## config.mk

```make
export PLATFORM = sky130hd
export DESIGN_NAME = bstr_cell
export DESIGN_NICKNAME = d
export VERILOG_FILES = /design/src/rtl/assert_macros.svh /design/src/rtl/bstr_pkg.sv /design/src/rtl/bstr_cell.sv
export SDC_FILE = /design/constraint.sdc
export NUM_CORES = 1
export LEC_CHECK = 0
export ABC_CLOCK_PERIOD_IN_PS = 5300
export BUFFER_PORTS_ARGS = -buffer_cell sky130_fd_sc_hd__buf_2
export CORE_AREA = 4 4 109 111
export CTS_CLUSTER_DIAMETER = 100
export CTS_CLUSTER_SIZE = 40
export DETAILED_ROUTE_END_ITERATION = 6
export DIE_AREA = 0 0 113 115
export PLACE_DENSITY_LB_ADDON = 0.2
export REMOVE_ABC_BUFFERS = 1
export SETUP_SLACK_MARGIN = 0.3
export SLEW_MARGIN = 10
export SYNTH_ARGS = -nofsm -noshare
export SYNTH_HDL_FRONTEND = slang
export SYNTH_SLANG_ARGS = --single-unit
```

## constraint.sdc

```tcl
create_clock -name clk -period 5.3 [get_ports clk]
set_input_delay 0.53 -clock clk [delete_from_list [all_inputs] [get_ports clk]]
set_output_delay 0.53 -clock clk [all_outputs]
set_load 0.005 [all_outputs]
```

## src/rtl/assert_macros.svh

```systemverilog
// Assertion macros for the RTL of the retention list.
// No dependencies; compiled out when SYNTHESIS is defined.
`ifndef ASSERT_MACROS_SVH
`define ASSERT_MACROS_SVH
`ifndef SYNTHESIS
`define BSTR_ASSERT(lbl, clk, rst_n, prop) \
    lbl: assert property (@(posedge clk) disable iff (!rst_n) prop) \
        else $error("assertion failed");
`define BSTR_ASSERT_ALWAYS(lbl, clk, prop) \
    lbl: assert property (@(posedge clk) prop) \
        else $error("assertion failed");
`else
`define BSTR_ASSERT(lbl, clk, rst_n, prop)
`define BSTR_ASSERT_ALWAYS(lbl, clk, prop)
`endif
`endif

```

## src/rtl/bstr_pkg.sv

```systemverilog
`timescale 1ns / 1ps
// Types and constants for the bounded sorted retention list.
// No dependencies.
package bstr_pkg;

    // slot index width covering the largest built capacity (4096 entries)
    localparam int SLOT_W  = 12;
    localparam int DIST_W  = 32;
    localparam int TAG_W   = 32;
    localparam int LIMIT_W = 9;
    localparam int HELD_W  = 9;
    localparam int GROUP_SZ = 16;

    localparam logic OP_INSERT = 1'b0;
    localparam logic OP_READ   = 1'b1;

    // broadcast from the control logic to every cell
    typedef struct packed {
        logic              ins;
        logic              rd;
        logic              grow;
        logic [DIST_W-1:0] distance;
        logic [TAG_W-1:0]  tag;
        logic [SLOT_W-1:0] rslot;
    } bcast_t;

    // per-cell result contribution, OR-combined across the row
    typedef struct packed {
        logic              acc;
        logic [SLOT_W-1:0] slot;
        logic [DIST_W-1:0] distance;
        logic [TAG_W-1:0]  tag;
        logic              evalid;
    } rec_t;

endpackage

```

## src/rtl/bstr_cell.sv

```systemverilog
`timescale 1ns / 1ps
// One list cell: holds a (distance, tag) entry and an occupied flag.
// Depends on bstr_pkg.
module bstr_cell #(
    parameter int INDEX = 0
) (
    input  logic                         clk,
    input  logic                         rst_n,
    input  bstr_pkg::bcast_t             bc,
    input  logic [bstr_pkg::DIST_W-1:0]  prev_dist,
    input  logic [bstr_pkg::TAG_W-1:0]   prev_tag,
    input  logic                         prev_gt,
    input  logic                         prev_valid,
    output logic [bstr_pkg::DIST_W-1:0]  distance,
    output logic [bstr_pkg::TAG_W-1:0]   tag,
    output logic                         gt,
    output logic                         valid,
    output bstr_pkg::rec_t               rec
);

    localparam logic [bstr_pkg::SLOT_W-1:0] MY_SLOT = bstr_pkg::SLOT_W'(INDEX);

    logic [bstr_pkg::DIST_W-1:0] dist_reg, dist_next;
    logic [bstr_pkg::TAG_W-1:0]  tag_reg, tag_next;
    logic                        valid_reg, valid_next;
    logic                        take;
    logic                        shift;
    logic                        hit;

    // entries are ascending, so gt is a suffix of the occupied cells
    assign gt    = valid_reg && (dist_reg > bc.distance);
    // first greater entry, or first free cell on an append
    assign take  = bc.ins && !prev_gt &&
                   (gt || (!valid_reg && prev_valid && bc.grow));
    assign shift = bc.ins && prev_gt;
    assign hit   = bc.rd && valid_reg && (bc.rslot == MY_SLOT);

    always_comb
    begin
        dist_next  = dist_reg;
        tag_next   = tag_reg;
        valid_next = valid_reg | (bc.grow && prev_valid);
        priority if (take)
        begin
            dist_next = bc.distance;
            tag_next  = bc.tag;
        end
        else if (shift)
        begin
            dist_next = prev_dist;
            tag_next  = prev_tag;
        end
    end

    always_ff @(posedge clk or negedge rst_n)
    begin
        if (!rst_n)
            valid_reg <= 1'b0;
        else
            valid_reg <= valid_next;
    end

    always_ff @(posedge clk)
    begin
        dist_reg <= dist_next;
        tag_reg  <= tag_next;
    end

    assign distance = dist_reg;
    assign tag      = tag_reg;
    assign valid    = valid_reg;

    always_comb
    begin
        rec.acc      = take;
        rec.slot     = take ? MY_SLOT : '0;
        rec.distance = hit ? dist_reg : '0;
        rec.tag      = hit ? tag_reg : '0;
        rec.evalid   = hit;
    end

endmodule

```

==> key figures <==
GRT
  – First-pass GRT wire length: 18.4 mm
  – Gr ovfl total: 0
  – Gr usage total: 18.2%
  – Vias in the first global route: 3642
  – Largest net degree at the start of global routing: 66
  – Initial antenna violation count: 0

Clocking
  – Count of hold-fix buffers inserted at cts: 1
  – Clk Latency, worst-skew pair: 340 ps
  – Gates resized, CTS repair: 0
  – Clock slew at reported path FFs: 70 ps
  – Post-CTS Setup Bufs: 0
  – CTS Sinks: 65
  – CTS tree: done
  – CTS Buffer Depth: 2
  – CTS Buf Count: 9
  – H-Tree Depth: 3
  – Root Driver: clkbuf_8

Floorplan
  – IO Pins: 291
  – Starting density of the core: 40.9%
  – Die Height: 115 um
  – Die area: 0.0130 mm^2
  – Die W: 113 um
  – Core area: 0.0108 mm^2
  – Row count: 38

Pwr
  – PwrDens: 232 mW/mm^2
  – Total chip power: 1400 uW
  – Leakage: 0.00314 uW
  – Worst vdd ir: 133 uV

Logic synthesis
  – Top cell types by occurrence after synthesis: and2_1 (64), edfxtp_1 (64), mux2_4 (49)
  – Post-Synth Adder-Cell Area: 9.08%
  – Post-synth EDFFs: 64
  – Ranking of synthesized cells by area: edfxtp_1 (44%), mux2_4 (17%), and2_1 (9.1%), ha_1 (9.1%), inv_1 (2.8%)
  – XOR/XNOR share of the synthesized area: 0%
  – Synthesis-stage register bit count: 65
  – Seq/Total Area, Yosys: 44.1%
  – Cell taking the most area after synthesis: edfxtp_1
  – Top_reg_cell synth: edfxtp_1
  – Mapped cell area: 0.00441 mm^2
  – Synthesized area per cell: 12.7 um^2
  – Simple-gate portion of the synthesized area: 13.3%
  – Ys Warns: 0
  – Largest family of logic cells by synthesized area: multiplexers
  – Multiplexer share of the synthesized area: 20.5%
  – Top-area cell type share of the netlist area: 43.6%
  – Ys async rst share: 1.54%
  – Synth Area in Compound Gates: 4.31%
  – Post-synthesis cell type count: 38
  – Cells after Synth: 347

Detailed routing
  – Routed Antenna Nets: 0
  – Number of DRC markers in iteration 0: 82
  – Drt wl/cell: 16.2 um
  – # DRC: 0
  – Final WL: 12.4 mm
  – Vias per std cell: 4.62
  – Vias: 3546
  – DRT Pass-1 Iters: 4

Timing
  – Clock Skew: 9.88 ps
  – Count of endpoints failing setup in the final report: 0
  – Unrepaired setup endpoints after global routing: false
  – Worst-margin pin slew: 1060 ps
  – Period utilization: 69.6%
  – Final min period: 3690 ps
  – Fin. Hold Viols: 0
  – Worst slew margin: 29.0%
  – Slew Limit Fails: 0
  – Fin Setup TNS: 0 ps
  – Highest Clock Rate: 0.271 GHz

Final layout
  – Share of layout cells above drive strength 1: 57.8%
  – # nets final: 802
  – Post-layout util: 56.0%
  – Multi-input gate area: 0.00214 mm^2
  – P&R area growth vs syn: 37.1%
  – N_diodes: 0
  – Register area: 0.00195 mm^2
  – Fill cell count: 969

Job
  – Max-cap viol count: 0

Critical path
  – Crit Path Max Fanout: 13
  – Crit end category: output pin
  – Buffers and inverters on the worst path: 2
  – Critical Path RT: 4770 ps
  – Cells along the critical path: ha_1 -> nand4_1 -> nor3_1 -> a21boi_0 -> o41a_1 -> o211ai_2 -> a21oi_4 -> buf_4 -> buf_2
  – Worst Setup Path Type: flip-flop to output pin
  – Slowest cell on crit path: a21oi_4
  – CP arrival: 3160 ps
  – Worst setup SP type: flip-flop
  – CP max stage delay: 520 ps
  – Worst path top cell family by delay: compound AO/OA/AOI/OAI gates

Place
  – Hpwl dp: 10.2 mm
  – Final RePlAce weighted congestion: 0.818
  – Port bufs: 278

Run status
  – Status: finished, final reports clean

Min path
  – Class of the worst hold path: input pin to flip-flop
==> layout by cell type (no fill, tap or decap), drive strengths merged, types with 2 or more instances in the layout <==
master / count
buf: 281
and2: 64
edfxtp: 64
mux2: 64
inv: 36
ha: 32
conb: 12
a21oi: 11
clkbuf: 9
nand2: 8
nand3: 5
nand4: 5
nor4: 4
a21o: 3
o21ai: 3
nor2: 3
o211ai: 3
a211oi: 2
and3: 2
nand2b: 2
bufinv: 2
clkinv: 2
==> worst min-delay path, delay by kind of cell <==
| kind | cells | cell delay (ps) |
|---|---|---|
| simple gates | 2 | 110 |
| buf+inv | 1 | 80 |
==> per-layer routing <==
| layer | global-route usage (%) | vias up | routed length [um] |
|---|---|---|---|
| li1 | - | 1754 | - |
| met1 | 20.7 | 1599 | 4640 |
| met2 | 32.7 | 175 | 6300 |
| met3 | 5.68 | 18 | 1240 |
| met4 | 5.93 | 0 | 228 |
| met5 | 0 | - | 0 |
==> final timing paths <==
path	slack, ps	depth (start not counted)	end	startpoint
max	1610	9	rec[77]	distance[15]$_DFFE_PP_
min	420	3	valid$_DFF_PN0_	prev_valid
max reg2reg	1910	9	distance[12]$_DFFE_PP_	distance[15]$_DFFE_PP_
min reg2reg	610	1	valid$_DFF_PN0_	valid$_DFF_PN0_
max in group asynchronous	4700	2	valid$_DFF_PN0_	rst_n
min in group asynchronous	500	2	valid$_DFF_PN0_	rst_n
==> cell type report <==
cell class / count / share of cell area, %
multi-input combinational: 232 / 35.4
sequential: 65 / 32.2
timing repair buffer: 282 / 23.7
tap: 140 / 2.90
clock buffer: 9 / 2.05
inverter: 33 / 2.05
clock inverter: 7 / 1.65
==> through the flow <==
stage / std cells / hold WS, ps / cell area, um^2 / setup WS (ps)
finish: 768 / 417 / 6050 / 1610
global placement: 751 / 314 / 5810 / 1780
CTS: 768 / 397 / 6050 / 1560
detailed placement: 751 / 315 / 5810 / 1650
floorplan: 330 / 234 / 4200 / 1260
global route: 768 / 413 / 6050 / 1380
==> kinds of logic (layout without fill, tap and decap cells) <==
family / count (synthesis) / after routing
DFF: 65 / 65
other: 1 / 12
adders and majority gates: 32 / 32
AOI/OAI and AO/OA: 27 / 27
and+or+nand+nor: 97 / 97
buffers and inverters: 61 / 331
muxes: 64 / 64
==> where the power goes <==
| part | internal (uW) | total [uW] | switching [uW] |
|---|---|---|---|
| registers | 620 | 644 | 23.9 |
| logic | 152 | 276 | 123 |
| clock network | 270 | 485 | 215 |
| total | 1040 | 1400 | 362 |
Power figures use the tool's default switching activity.
