## src/rtl/assert_macros.svh

```systemverilog
// Assertion macros for the RTL of the retention list.
// No dependencies; compiled out when SYNTHESIS is defined.
`ifndef ASSERT_MACROS_SVH
`define ASSERT_MACROS_SVH
`ifndef SYNTHESIS
`define BSTR_ASSERT(lbl, clk, rst_n, prop) \
    lbl: assert property (@(posedge clk) disable iff (!rst_n) prop) \
        else $error("assertion failed");
`define BSTR_ASSERT_ALWAYS(lbl, clk, prop) \
    lbl: assert property (@(posedge clk) prop) \
        else $error("assertion failed");
`else
`define BSTR_ASSERT(lbl, clk, rst_n, prop)
`define BSTR_ASSERT_ALWAYS(lbl, clk, prop)
`endif
`endif

```

## src/rtl/bstr_pkg.sv

```systemverilog
`timescale 1ns / 1ps
// Types and constants for the bounded sorted retention list.
// No dependencies.
package bstr_pkg;

    // slot index width covering the largest built capacity (4096 entries)
    localparam int SLOT_W  = 12;
    localparam int DIST_W  = 32;
    localparam int TAG_W   = 32;
    localparam int LIMIT_W = 9;
    localparam int HELD_W  = 9;
    localparam int GROUP_SZ = 16;

    localparam logic OP_INSERT = 1'b0;
    localparam logic OP_READ   = 1'b1;

    // broadcast from the control logic to every cell
    typedef struct packed {
        logic              ins;
        logic              rd;
        logic              grow;
        logic [DIST_W-1:0] distance;
        logic [TAG_W-1:0]  tag;
        logic [SLOT_W-1:0] rslot;
    } bcast_t;

    // per-cell result contribution, OR-combined across the row
    typedef struct packed {
        logic              acc;
        logic [SLOT_W-1:0] slot;
        logic [DIST_W-1:0] distance;
        logic [TAG_W-1:0]  tag;
        logic              evalid;
    } rec_t;

endpackage

```

## src/rtl/bstr_gather.sv

```systemverilog
`timescale 1ns / 1ps
// Registered OR-combine of one group of cell contributions.
// Depends on bstr_pkg.
module bstr_gather #(
    parameter int N = 16
) (
    input  logic           clk,
    input  logic           load,
    input  bstr_pkg::rec_t recs [N],
    output bstr_pkg::rec_t grp
);

    bstr_pkg::rec_t grp_reg, grp_next;

    always_comb
    begin
        grp_next = '0;
        for (int i = 0; i < N; i++)
            grp_next = grp_next | recs[i];
    end

    always_ff @(posedge clk)
    begin
        if (load)
            grp_reg <= grp_next;
    end

    assign grp = grp_reg;

endmodule

```

## config.mk

```make
export PLATFORM = sky130hd
export DESIGN_NAME = bstr_gather
export DESIGN_NICKNAME = d
export VERILOG_FILES = /design/src/rtl/assert_macros.svh /design/src/rtl/bstr_pkg.sv /design/src/rtl/bstr_gather.sv
export SDC_FILE = /design/constraint.sdc
export NUM_CORES = 1
export LEC_CHECK = 0
export ABC_AREA = 1
export BUFFER_PORTS_ARGS = -buffer_cell sky130_fd_sc_hd__buf_2
export CAP_MARGIN = 20
export CELL_PAD_IN_SITES_DETAIL_PLACEMENT = 0
export CELL_PAD_IN_SITES_GLOBAL_PLACEMENT = 1
export CORE_AREA = 2 2 524 526
export CTS_BUF_LIST = sky130_fd_sc_hd__clkbuf_8
export DETAILED_ROUTE_END_ITERATION = 10
export DIE_AREA = 0 0 526 528
export HOLD_SLACK_MARGIN = 0.02
export PLACE_DENSITY_LB_ADDON = 0.1
export SYNTH_ARGS = -nofsm -noshare
export SYNTH_HDL_FRONTEND = slang
export SYNTH_SLANG_ARGS = --single-unit
```

## constraint.sdc

```tcl
create_clock -name clk -period 0.8 [get_ports clk]
set_input_delay 0.2 -clock clk [delete_from_list [all_inputs] [get_ports clk]]
set_output_delay 0.2 -clock clk [all_outputs]
set_load 0.01 [all_outputs]
```

==> results of run 1 <==
## power groups by stage
stage | combinational (mW) | clock, mW | sequential, mW
floorplan | 0.886 | 0 | 4.95
global placement | 6.18 | 0 | 4.91
detailed placement | 6.17 | 0 | 4.90
CTS | 8.68 | 5.31 | 4.84
global route | 9.49 | 5.23 | 4.86
finish | 8.64 | 4.47 | 4.83
## cells by family after synthesis
group / Yosys count / share of synthesized area [%]
and+or+nand+nor: 1170 / 65.2
DFF: 78 / 34.8
## area by class of cell
class | count | area (um2) | share of cell area (%)
repair buffers | 1770 | 12700 | 50.7
multi-input cells | 1170 | 5270 | 21.0
well taps | 3589 | 4490 | 17.9
flip-flops and latches | 78 | 2340 | 9.34
clock buffers | 9 | 124 | 0.494
diodes | 33 | 82.6 | 0.329
clock inverters | 7 | 65.1 | 0.259
## stage by stage
stage	std cells	total power, mW	TNS (ns)	cell area, um2
after global routing	6642	19.6	-53.82	25100
after CTS	6784	18.8	-56.40	24300
final	6656	17.9	-44.76	25100
after detailed placement	6261	11.1	-49.01	18700
after floorplan	1248	5.84	0	6730
after global placement	6261	11.1	-49.92	18700
## layer usage
| metal | up-vias | routed length (um) |
|---|---|---|
| li1 | 7438 | - |
| met4 | 52 | 3350 |
| met3 | 214 | 10400 |
| met5 | - | 348 |
| met1 | 6248 | 54700 |
| met2 | 1003 | 65800 |
## worst max path at each step
stage                        end  slack [ns]  cells after the start
4_1_cts                  grp[65]       -0.89                      1
3_5_place_dp   grp[52]$_DFFE_PP_       -0.85                      6
6_report                  grp[7]       -0.80                      1
3_3_place_gp   grp[52]$_DFFE_PP_       -0.90                      6
2_1_floorplan   grp[0]$_DFFE_PP_        0.08                      4
5_1_grt                   grp[7]       -0.87                      1
## layout by cell type (no fill, tap or decap), drive strengths merged
master,synthesis,routed
clkinvlp,0,2
nor2,780,780
edfxtp,78,78
diode,0,33
bufinv,0,1
nand2,390,390
inv,0,2
dlymetal6s4s,0,224
clkbuf,0,9
buf,0,1254
clkinv,0,2
dlygate4sd3,0,292
## what timing repair did
action                                  CTS  global route
endpoints found under the hold margin    78            54
pin swaps                                 0           298
endpoints found under the setup margin   79           152
hold buffers                            510             6
buffers inserted                          0             0
gates resized for setup                  87           555
==> metrics.md, run 1 <==
| Metric | Value |
|---|---|
| Hold path startpoint | recs[466] |
| CTS root buf | clkbuf_8 |
| Crit path from | grp[7]$_DFFE_PP_ |
| Number of antenna violations at the first check in global routing | 128 |
| Setup slack after layout | -0.802 ns |
| Fraction of power spent switching nets | about two fifths |
| Share of total power in the clock network | between 20% and 30% |
| Area overhead of the layout relative to synthesis | 273% |
| Maximum buffer depth of the clock tree | 2 |
| Share of Yosys cell area claimed by the top area cell type | between 40% and 50% |
| Die height | roughly 530 um |
| Critical-path top delay cell | edfxtp_1 |
| Post-Route Hold Slack | -0.0137 ns |
| CTS tree | yes |
| Fraction of the yosys area taken by sequential cells | roughly a third |
| Mapped Nets | 2498 |
| Highest attainable clock frequency | 624 MHz |
| Gpl congestion | between 0.8 and 0.9 |
| Initial drt markers | 464 |
| Proportion of synthesized flip-flops having asynchronous set or reset | 0% |
| Max reg flops | slightly below 80 |
| Data arrival time of the critical path | between 1 and 1.5 ns |
| Number of flops mapped to enable cells by yosys | 78 |
| Vias | approximately 15000 |
| Hpwl dp | between 100000 and 150000 um |
| # H-tree levels | 3 |
| Pins Over Slew Limit | 0 |
| Synth Register Bits | 78 |
| Post-layout net count | 4279 |
| Top post-synthesis cells by area | nor2_1 43%, edfxtp_1 35%, nand2_1 22% |
| Family with the most delay on the worst path | flip-flops |
| Cell Pwr Density | 715 nW/um2 |
| FILL cells | about 32000 |
| Largest net degree at the start of global routing | 14 |
| Top-level I/O count | 1328 |
| Count of maximum capacitance violations | 0 |
| Final Hold Violating Endpoints | 1 |
| Via count of the first global-routing pass | 16881 |
| Initial core utilization | between 2 and 2.5% |
| Routing usage on met3 | under 10% |
| Unique masters post-synth | 3 |
| Die area | 278000 um2 |
| Cts bufs inserted | 9 |
| Design internal power | between 10 and 15 mW |
| Most numerous cell in the Yosys netlist | nor2_1 |
| Cells along the critical path | buf_6 |
| Main flop type after synthesis | edfxtp_1 |
| Count of buffers inserted at the top-level ports | between 1000 and 1500 |
| Startpoint-to-endpoint class of the critical path | register to output pin |
| Number of cell rows | roughly 190 |
| Critical Path Max Stage Delay | about 0.6 ns |
| Busiest metal layer after global routing | met2 |
| Setup repair after global routing missed its margin | yes |
| Endpoint of the worst hold path | grp[76]$_DFFE_PP_ |
| Crit end category | output pin |
| Final Routed Wirelength | about 130000 um |
| Combined buffer and inverter count along the critical path | 1 |
| Max FO, Critical Path | 1 |
| Mean cell area of the mapped netlist | 5.40 um2 |
| Number of endpoints failing setup at the final stage | about 130 |
| Synth top cells by count | 780 x nor2_1, 390 x nand2_1, 78 x edfxtp_1 |
| Tmin final | between 1.5 and 2 ns |
| Number of warnings issued by yosys | 0 |
| Max transition margin | between 60% and 70% |
| Result of the run | complete, but fails checks |
| Total congestion overflow | 0 |
| Ratio of cells with drive above 1 in the final layout | just over 50% |
| Global routing usage summed across all routing layers | a little under a tenth |
| Critical Path Source Type | register |
| Worst-path clk slew | 0.17 ns |
| Data required time of the worst path | approximately 0.6 ns |
| Minimum setup slack after placement | -0.855 ns |
| Global routing usage on met2 | between 10% and 20% |
| DRT Pass-1 Iters | 4 |
| Slew at the pin closest to its max-slew limit | around 0.53 ns |
| Post-layout util | a little under a tenth |
| Static leakage | between 10 and 15 nW |
| VDD IR-drop max | just over 1 mV |
| Post-DRT Antenna Nets | 0 |
| Synth area leader | nor2_1 |
| Cells after Synth | 1248 |
| Switching power | roughly 7 mW |
| Core box area | roughly 270000 um2 |
| Sequential cell fraction of total power | between 20% and 30% |
| Width of the die | 526 um |
| Portion of the clock cycle consumed by the worst path in the final layout | 200% |
| Final routed DRC violation total | 0 |
| Part of the total power dissipated in combinational logic | 48.1% |
| Worst Hold Depth | 5 |
| Cell area after synthesis | between 6000 and 7000 um2 |
| Detail-routed net length per standard cell | a little over 20 um |
| Hold/Removal Path Class | primary input to register |
| Violated checks | negative hold slack, negative setup slack |
| Clock sink count | 78 |
| Met1 demand-to-capacity share in global routing | approximately a tenth |
| Wire length of the first global-routing pass | approximately 170000 um |
| Avg Vias per Cell | 2.25 |
Power figures use the tool's default switching activity.
==> run 2: changes to the inputs <==
RECOVER_POWER = 100   (was not set)
SLEW_MARGIN = 10   (was not set)
==> metrics.md, run 2 (synthesized netlist as in run 1, its figures left out) <==
| Metric | Value |
|---|---|
| Final routed DRC violation total | 0 |
| Violated checks | negative hold slack, negative setup slack |
| # H-tree levels | 3 |
| Slew at the pin closest to its max-slew limit | between 0.5 and 0.6 ns |
| Width of the die | ~530 um |
| Design internal power | roughly 11 mW |
| Maximum buffer depth of the clock tree | 2 |
| Most used cells in the layout excluding fill and tap cells | 1102 x buf_2, 553 x nor2_1, 363 x nand2_1 |
| Highest attainable clock frequency | approximately 620 MHz |
| Avg Vias per Cell | 2.25 |
| Final Hold Violating Endpoints | 1 |
| Portion of the clock cycle consumed by the worst path in the final layout | 200% |
| Largest net degree at the start of global routing | 14 |
| Setup slack after layout | -0.802 ns |
| Crit end category | output pin |
| Ratio of cells with drive above 1 in the final layout | 49.8% |
| Global routing usage summed across all routing layers | 9.36% |
| Number of antenna violations at the first check in global routing | approximately 130 |
| Share of total power in the clock network | between 20% and 30% |
| Cell Pwr Density | around 700 nW/um2 |
| Max transition margin | between 60% and 70% |
| Detail-routed net length per standard cell | 20.2 um |
| Post-layout util | approximately 9.2% |
| Data arrival time of the critical path | between 1 and 1.5 ns |
| Wire length of the first global-routing pass | 167000 um |
| Combined buffer and inverter count along the critical path | 1 |
| VDD IR-drop max | 1.03 mV |
| Hold path startpoint | recs[466] |
| Initial core utilization | under 10% |
| Worst Hold Depth | 5 |
| Commonest non-fill, non-tap cell in the layout | buf_2 |
| Vias | ~15000 |
| Data required time of the worst path | about 0.60 ns |
| Post-DRT Antenna Nets | 0 |
| Sequential cell fraction of total power | about 27% |
| Critical Path Source Type | register |
| Number of cell rows | ~190 |
| Switching power | a little under 7 mW |
| Static leakage | around 12 nW |
| Placement Cell Area | around 19000 um2 |
| Crit path from | grp[7]$_DFFE_PP_ |
| Cells along the critical path | buf_6 |
| Top-level I/O count | roughly 1300 |
| DRT Pass-1 Iters | 4 |
| Via count of the first global-routing pass | approximately 17000 |
| Pins Over Slew Limit | 0 |
| Startpoint-to-endpoint class of the critical path | register to output pin |
| Critical Path Max Stage Delay | between 0.6 and 0.7 ns |
| Hold/Removal Path Class | primary input to register |
| Count of buffers inserted at the top-level ports | around 1300 |
| Area overhead of the layout relative to synthesis | 271% |
| CTS root buf | clkbuf_8 |
| Tmin final | 1.60 ns |
| Total congestion overflow | 0 |
| Count of cell instances traversed by the critical path | 1 |
| CTS tree | yes |
| Area of all placed cells without fillers | about 25000 um2 |
| Multi-input gate area | between 5000 and 6000 um2 |
| Post-layout net count | between 4000 and 5000 |
| Max FO, Critical Path | 1 |
| Clock sink count | 78 |
| Initial drt markers | between 400 and 500 |
| Post-Route Hold Slack | -0.0135 ns |
| FILL cells | between 30000 and 40000 |
| Core box area | 272000 um2 |
| FF+latch area | ~2300 um2 |
| Cts bufs inserted | 9 |
| Setup repair after global routing missed its margin | yes |
| Die area | about 280000 um2 |
| Max reg flops | 78 |
| Die height | between 500 and 600 um |
| Count of maximum capacitance violations | 0 |
| Final sum of negative setup slack | -47.75 ns |
| Endpoint of the worst hold path | grp[76]$_DFFE_PP_ |
| Family with the most delay on the worst path | flip-flops |
| Fraction of power spent switching nets | 38.6% |
| Critical-path top delay cell | edfxtp_1 |
| Number of endpoints failing setup at the final stage | 195 |
| Total power after layout | 17.9 mW |
| Result of the run | complete, but fails checks |
| Part of the total power dissipated in combinational logic | 48.0% |
| Hpwl dp | about 130000 um |
| Postcts setup bufs | 0 |
| Final Routed Wirelength | around 130000 um |
| Gpl congestion | 0.811 |
| Worst-path clk slew | ~0.17 ns |
## run 2: power groups by stage
stage | sequential [mW] | clock (mW) | combinational, mW
after floorplan | 4.95 | 0 | 0.886
after global placement | 4.91 | 0 | 6.18
after detailed placement | 4.90 | 0 | 6.17
after CTS | 4.84 | 5.31 | 8.68
after global routing | 4.86 | 5.23 | 9.42
final | 4.83 | 4.46 | 8.57
## run 2: routing by layer
layer | GRT usage, % | wire, um
met1 | 10.6 | 54800
met2 | 16.4 | 65800
met4 | 2.57 | 3320
met5 | 0 | 355
met3 | 3.35 | 10400
## run 2: cell type report
cell class,count,area share [%]
clock inverter,7,0.261
tap,3589,18.0
antenna,35,0.351
multi-input combinational,1170,20.9
sequential,78,9.38
timing repair buffer,1770,50.6
clock buffer,9,0.496
## run 2: per-stage QoR
| step | worst slack [ns] | std cells |
|---|---|---|
| floorplan | 0.0839 | 1248 |
| global placement | -0.901 | 6261 |
| detailed placement | -0.855 | 6261 |
| CTS | -0.892 | 6784 |
| global route | -0.866 | 6642 |
| finish | -0.802 | 6658 |
## run 2: timing repair
action | CTS | global route
hold buffers | 510 | 6
pin swaps | 0 | 298
gates resized for setup | 87 | 555
endpoints found under the setup margin | 79 | 152
endpoints found under the hold margin | 78 | 54
## run 2: how the worst max path moves through the flow
stage | to | slack [ns]
2_1_floorplan | grp[0]$_DFFE_PP_ | 0.08
3_3_place_gp | grp[52]$_DFFE_PP_ | -0.90
3_5_place_dp | grp[52]$_DFFE_PP_ | -0.85
4_1_cts | grp[65] | -0.89
5_1_grt | grp[7] | -0.87
6_report | grp[7] | -0.80
==> run 3: changes to the inputs <==
GPL_TIMING_DRIVEN = 0   (was not set)
clock period = 1.7 ns   (was 0.8 ns; I/O delays follow)
==> metrics.md, run 3 (synthesized netlist as in run 1, its figures left out) <==
| Metric | Value |
|---|---|
| Post-Route Hold Slack | 0.199 ns |
| Worst Hold Depth | 5 |
| Post-DRT Antenna Nets | 0 |
| # H-tree levels | 3 |
| Max transition margin | roughly 34% |
| Via count of the first global-routing pass | 13916 |
| Total power after layout | around 6.9 mW |
| Number of cell rows | 192 |
| Portion of the clock cycle consumed by the worst path in the final layout | between 90% and 100% |
| Number of antenna violations at the first check in global routing | ~170 |
| Max FO, Critical Path | 1 |
| Static leakage | about 7.6 nW |
| Count of maximum capacitance violations | 0 |
| CTS root buf | clkbuf_8 |
| Hold/Removal Path Class | primary input to register |
| Area overhead of the layout relative to synthesis | 170% |
| Max reg flops | between 70 and 80 |
| Ratio of cells with drive above 1 in the final layout | 50.5% |
| Critical Path Source Type | register |
| VDD IR-drop max | 0.443 mV |
| Most used cells in the layout excluding fill and tap cells | 1227 x buf_2, 780 x nor2_1, 390 x nand2_1 |
| Die height | roughly 530 um |
| Initial drt markers | about 460 |
| Clock sink count | 78 |
| Wire length of the first global-routing pass | ~160000 um |
| Result of the run | finished, final reports clean |
| Detail-routed net length per standard cell | ~21 um |
| Post-layout net count | 3837 |
| Family with the most delay on the worst path | flip-flops |
| Pins Over Slew Limit | 0 |
| Die area | about 280000 um2 |
| Vias | between 10000 and 15000 |
| Number of buffers inserted for hold repair after clock tree synthesis | 0 |
| Count of buffers inserted at the top-level ports | between 1000 and 1500 |
| Critical Path Max Stage Delay | roughly 0.53 ns |
| Crit end category | output pin |
| Data arrival time of the critical path | between 1 and 1.5 ns |
| Largest net degree at the start of global routing | 44 |
| Data required time of the worst path | 1.27 ns |
| Worst-path clk slew | approximately 0.15 ns |
| Core box area | between 200000 and 300000 um2 |
| Final Routed Wirelength | roughly 130000 um |
| Post-layout util | 6.67% |
| Setup repair after global routing missed its margin | yes |
| Hold path startpoint | recs[853] |
| Cells along the critical path | buf_6 |
| Number of endpoints failing setup at the final stage | 0 |
| Final routed DRC violation total | 0 |
| Non-Filler Instances | 6223 |
| Tmin final | 1.68 ns |
| Top-level I/O count | between 1000 and 1500 |
| DRT Pass-1 Iters | 4 |
| Commonest non-fill, non-tap cell in the layout | buf_2 |
| Final Hold Violating Endpoints | 0 |
| Hpwl dp | ~120000 um |
| Total placed cells including tap cells | 6165 |
| Global routing usage summed across all routing layers | 8.96% |
| Slew at the pin closest to its max-slew limit | between 0.9 and 1 ns |
| CTS tree | yes |
| Width of the die | around 530 um |
| Maximum buffer depth of the clock tree | 2 |
| Initial core utilization | 2.47% |
| Critical-path top delay cell | edfxtp_1 |
| Cell Pwr Density | 377 nW/um2 |
| Startpoint-to-endpoint class of the critical path | register to output pin |
| Cts bufs inserted | 9 |
| Endpoint of the worst hold path | grp[73]$_DFFE_PP_ |
| Highest attainable clock frequency | about 590 MHz |
| Avg Vias per Cell | 2.14 |
| Total congestion overflow | 0 |
| Gpl congestion | between 0.8 and 0.9 |
| Combined buffer and inverter count along the critical path | 1 |
-- run 3: cell count changes in the layout (fill, tap and decap cells not counted), moves of 27 or more --
cell,change
buf_2,+125
buf_4,-60
buf_6,-48
clkbuf_2,+49
dlygate4sd3_1,-292
dlymetal6s4s_1,-224
nand2_1,+27
nand2_2,-27
nor2_1,+227
nor2_2,-187
nor2_4,-40
-- run 3: worst min-delay path, stage by stage --
cell,delay (ns)
buf_2,0.07
nor2_1,0.03
nand2_1,0.04
nor2_1,0.03
nand2_1,0.05
-- run 3: how the worst max path moves through the flow --
stage                 startpoint                 to  cells past startpoint
5_1_grt        grp[27]$_DFFE_PP_            grp[27]                      1
4_1_cts        grp[27]$_DFFE_PP_            grp[27]                      1
3_5_place_dp           recs[776]  grp[74]$_DFFE_PP_                      5
3_3_place_gp                load  grp[51]$_DFFE_PP_                      1
2_1_floorplan           recs[78]   grp[0]$_DFFE_PP_                      4
6_report       grp[27]$_DFFE_PP_            grp[27]                      1
-- run 3: metal layers --
metal | track usage [%] | part of all wire [%] | up-vias | wire length, um
met5 | 0 | 0.62 | - | 802
met4 | 1.91 | 2.3 | 124 | 2920
met3 | 4.75 | 11 | 285 | 14800
met2 | 16.1 | 49 | 1024 | 64000
met1 | 9.11 | 36 | 5305 | 47000
li1 | - | - | 6569 | -
-- run 3: final cells by class --
type	instances	area, um2
Multi-Input combinational cell	1170	4390
Timing Repair Buffer	1328	6650
Antenna cell	42	105
Tap cell	3589	4490
Clock buffer	9	124
Fill cell	32765	254000
Clock inverter	7	66.3
Sequential cell	78	2340
-- run 3: power by group --
part | switching, mW | internal [mW]
logic | 1.29 | 1.28
registers | 0.0321 | 2.20
clock network | 1.38 | 0.671
total | 2.70 | 4.15
-- run 3: what timing repair did --
| action | 4_1_cts | 5_1_grt |
|---|---|---|
| resized for setup | 14 | 0 |
| endpoints found under the setup margin | 8 | 4 |
| setup buffers | 0 | 0 |
-- run 3: metrics by stage --
step / setup slack, ns / setup TNS [ns] / area [um2]
6_report: 0.0191 / 0 / 18200
5_1_grt: -0.140 / -0.288 / 18100
4_1_cts: -0.198 / -0.455 / 18100
3_5_place_dp: -0.247 / -0.703 / 17900
3_3_place_gp: -1.73 / -131.16 / 17900
2_1_floorplan: 0.759 / 0 / 6730
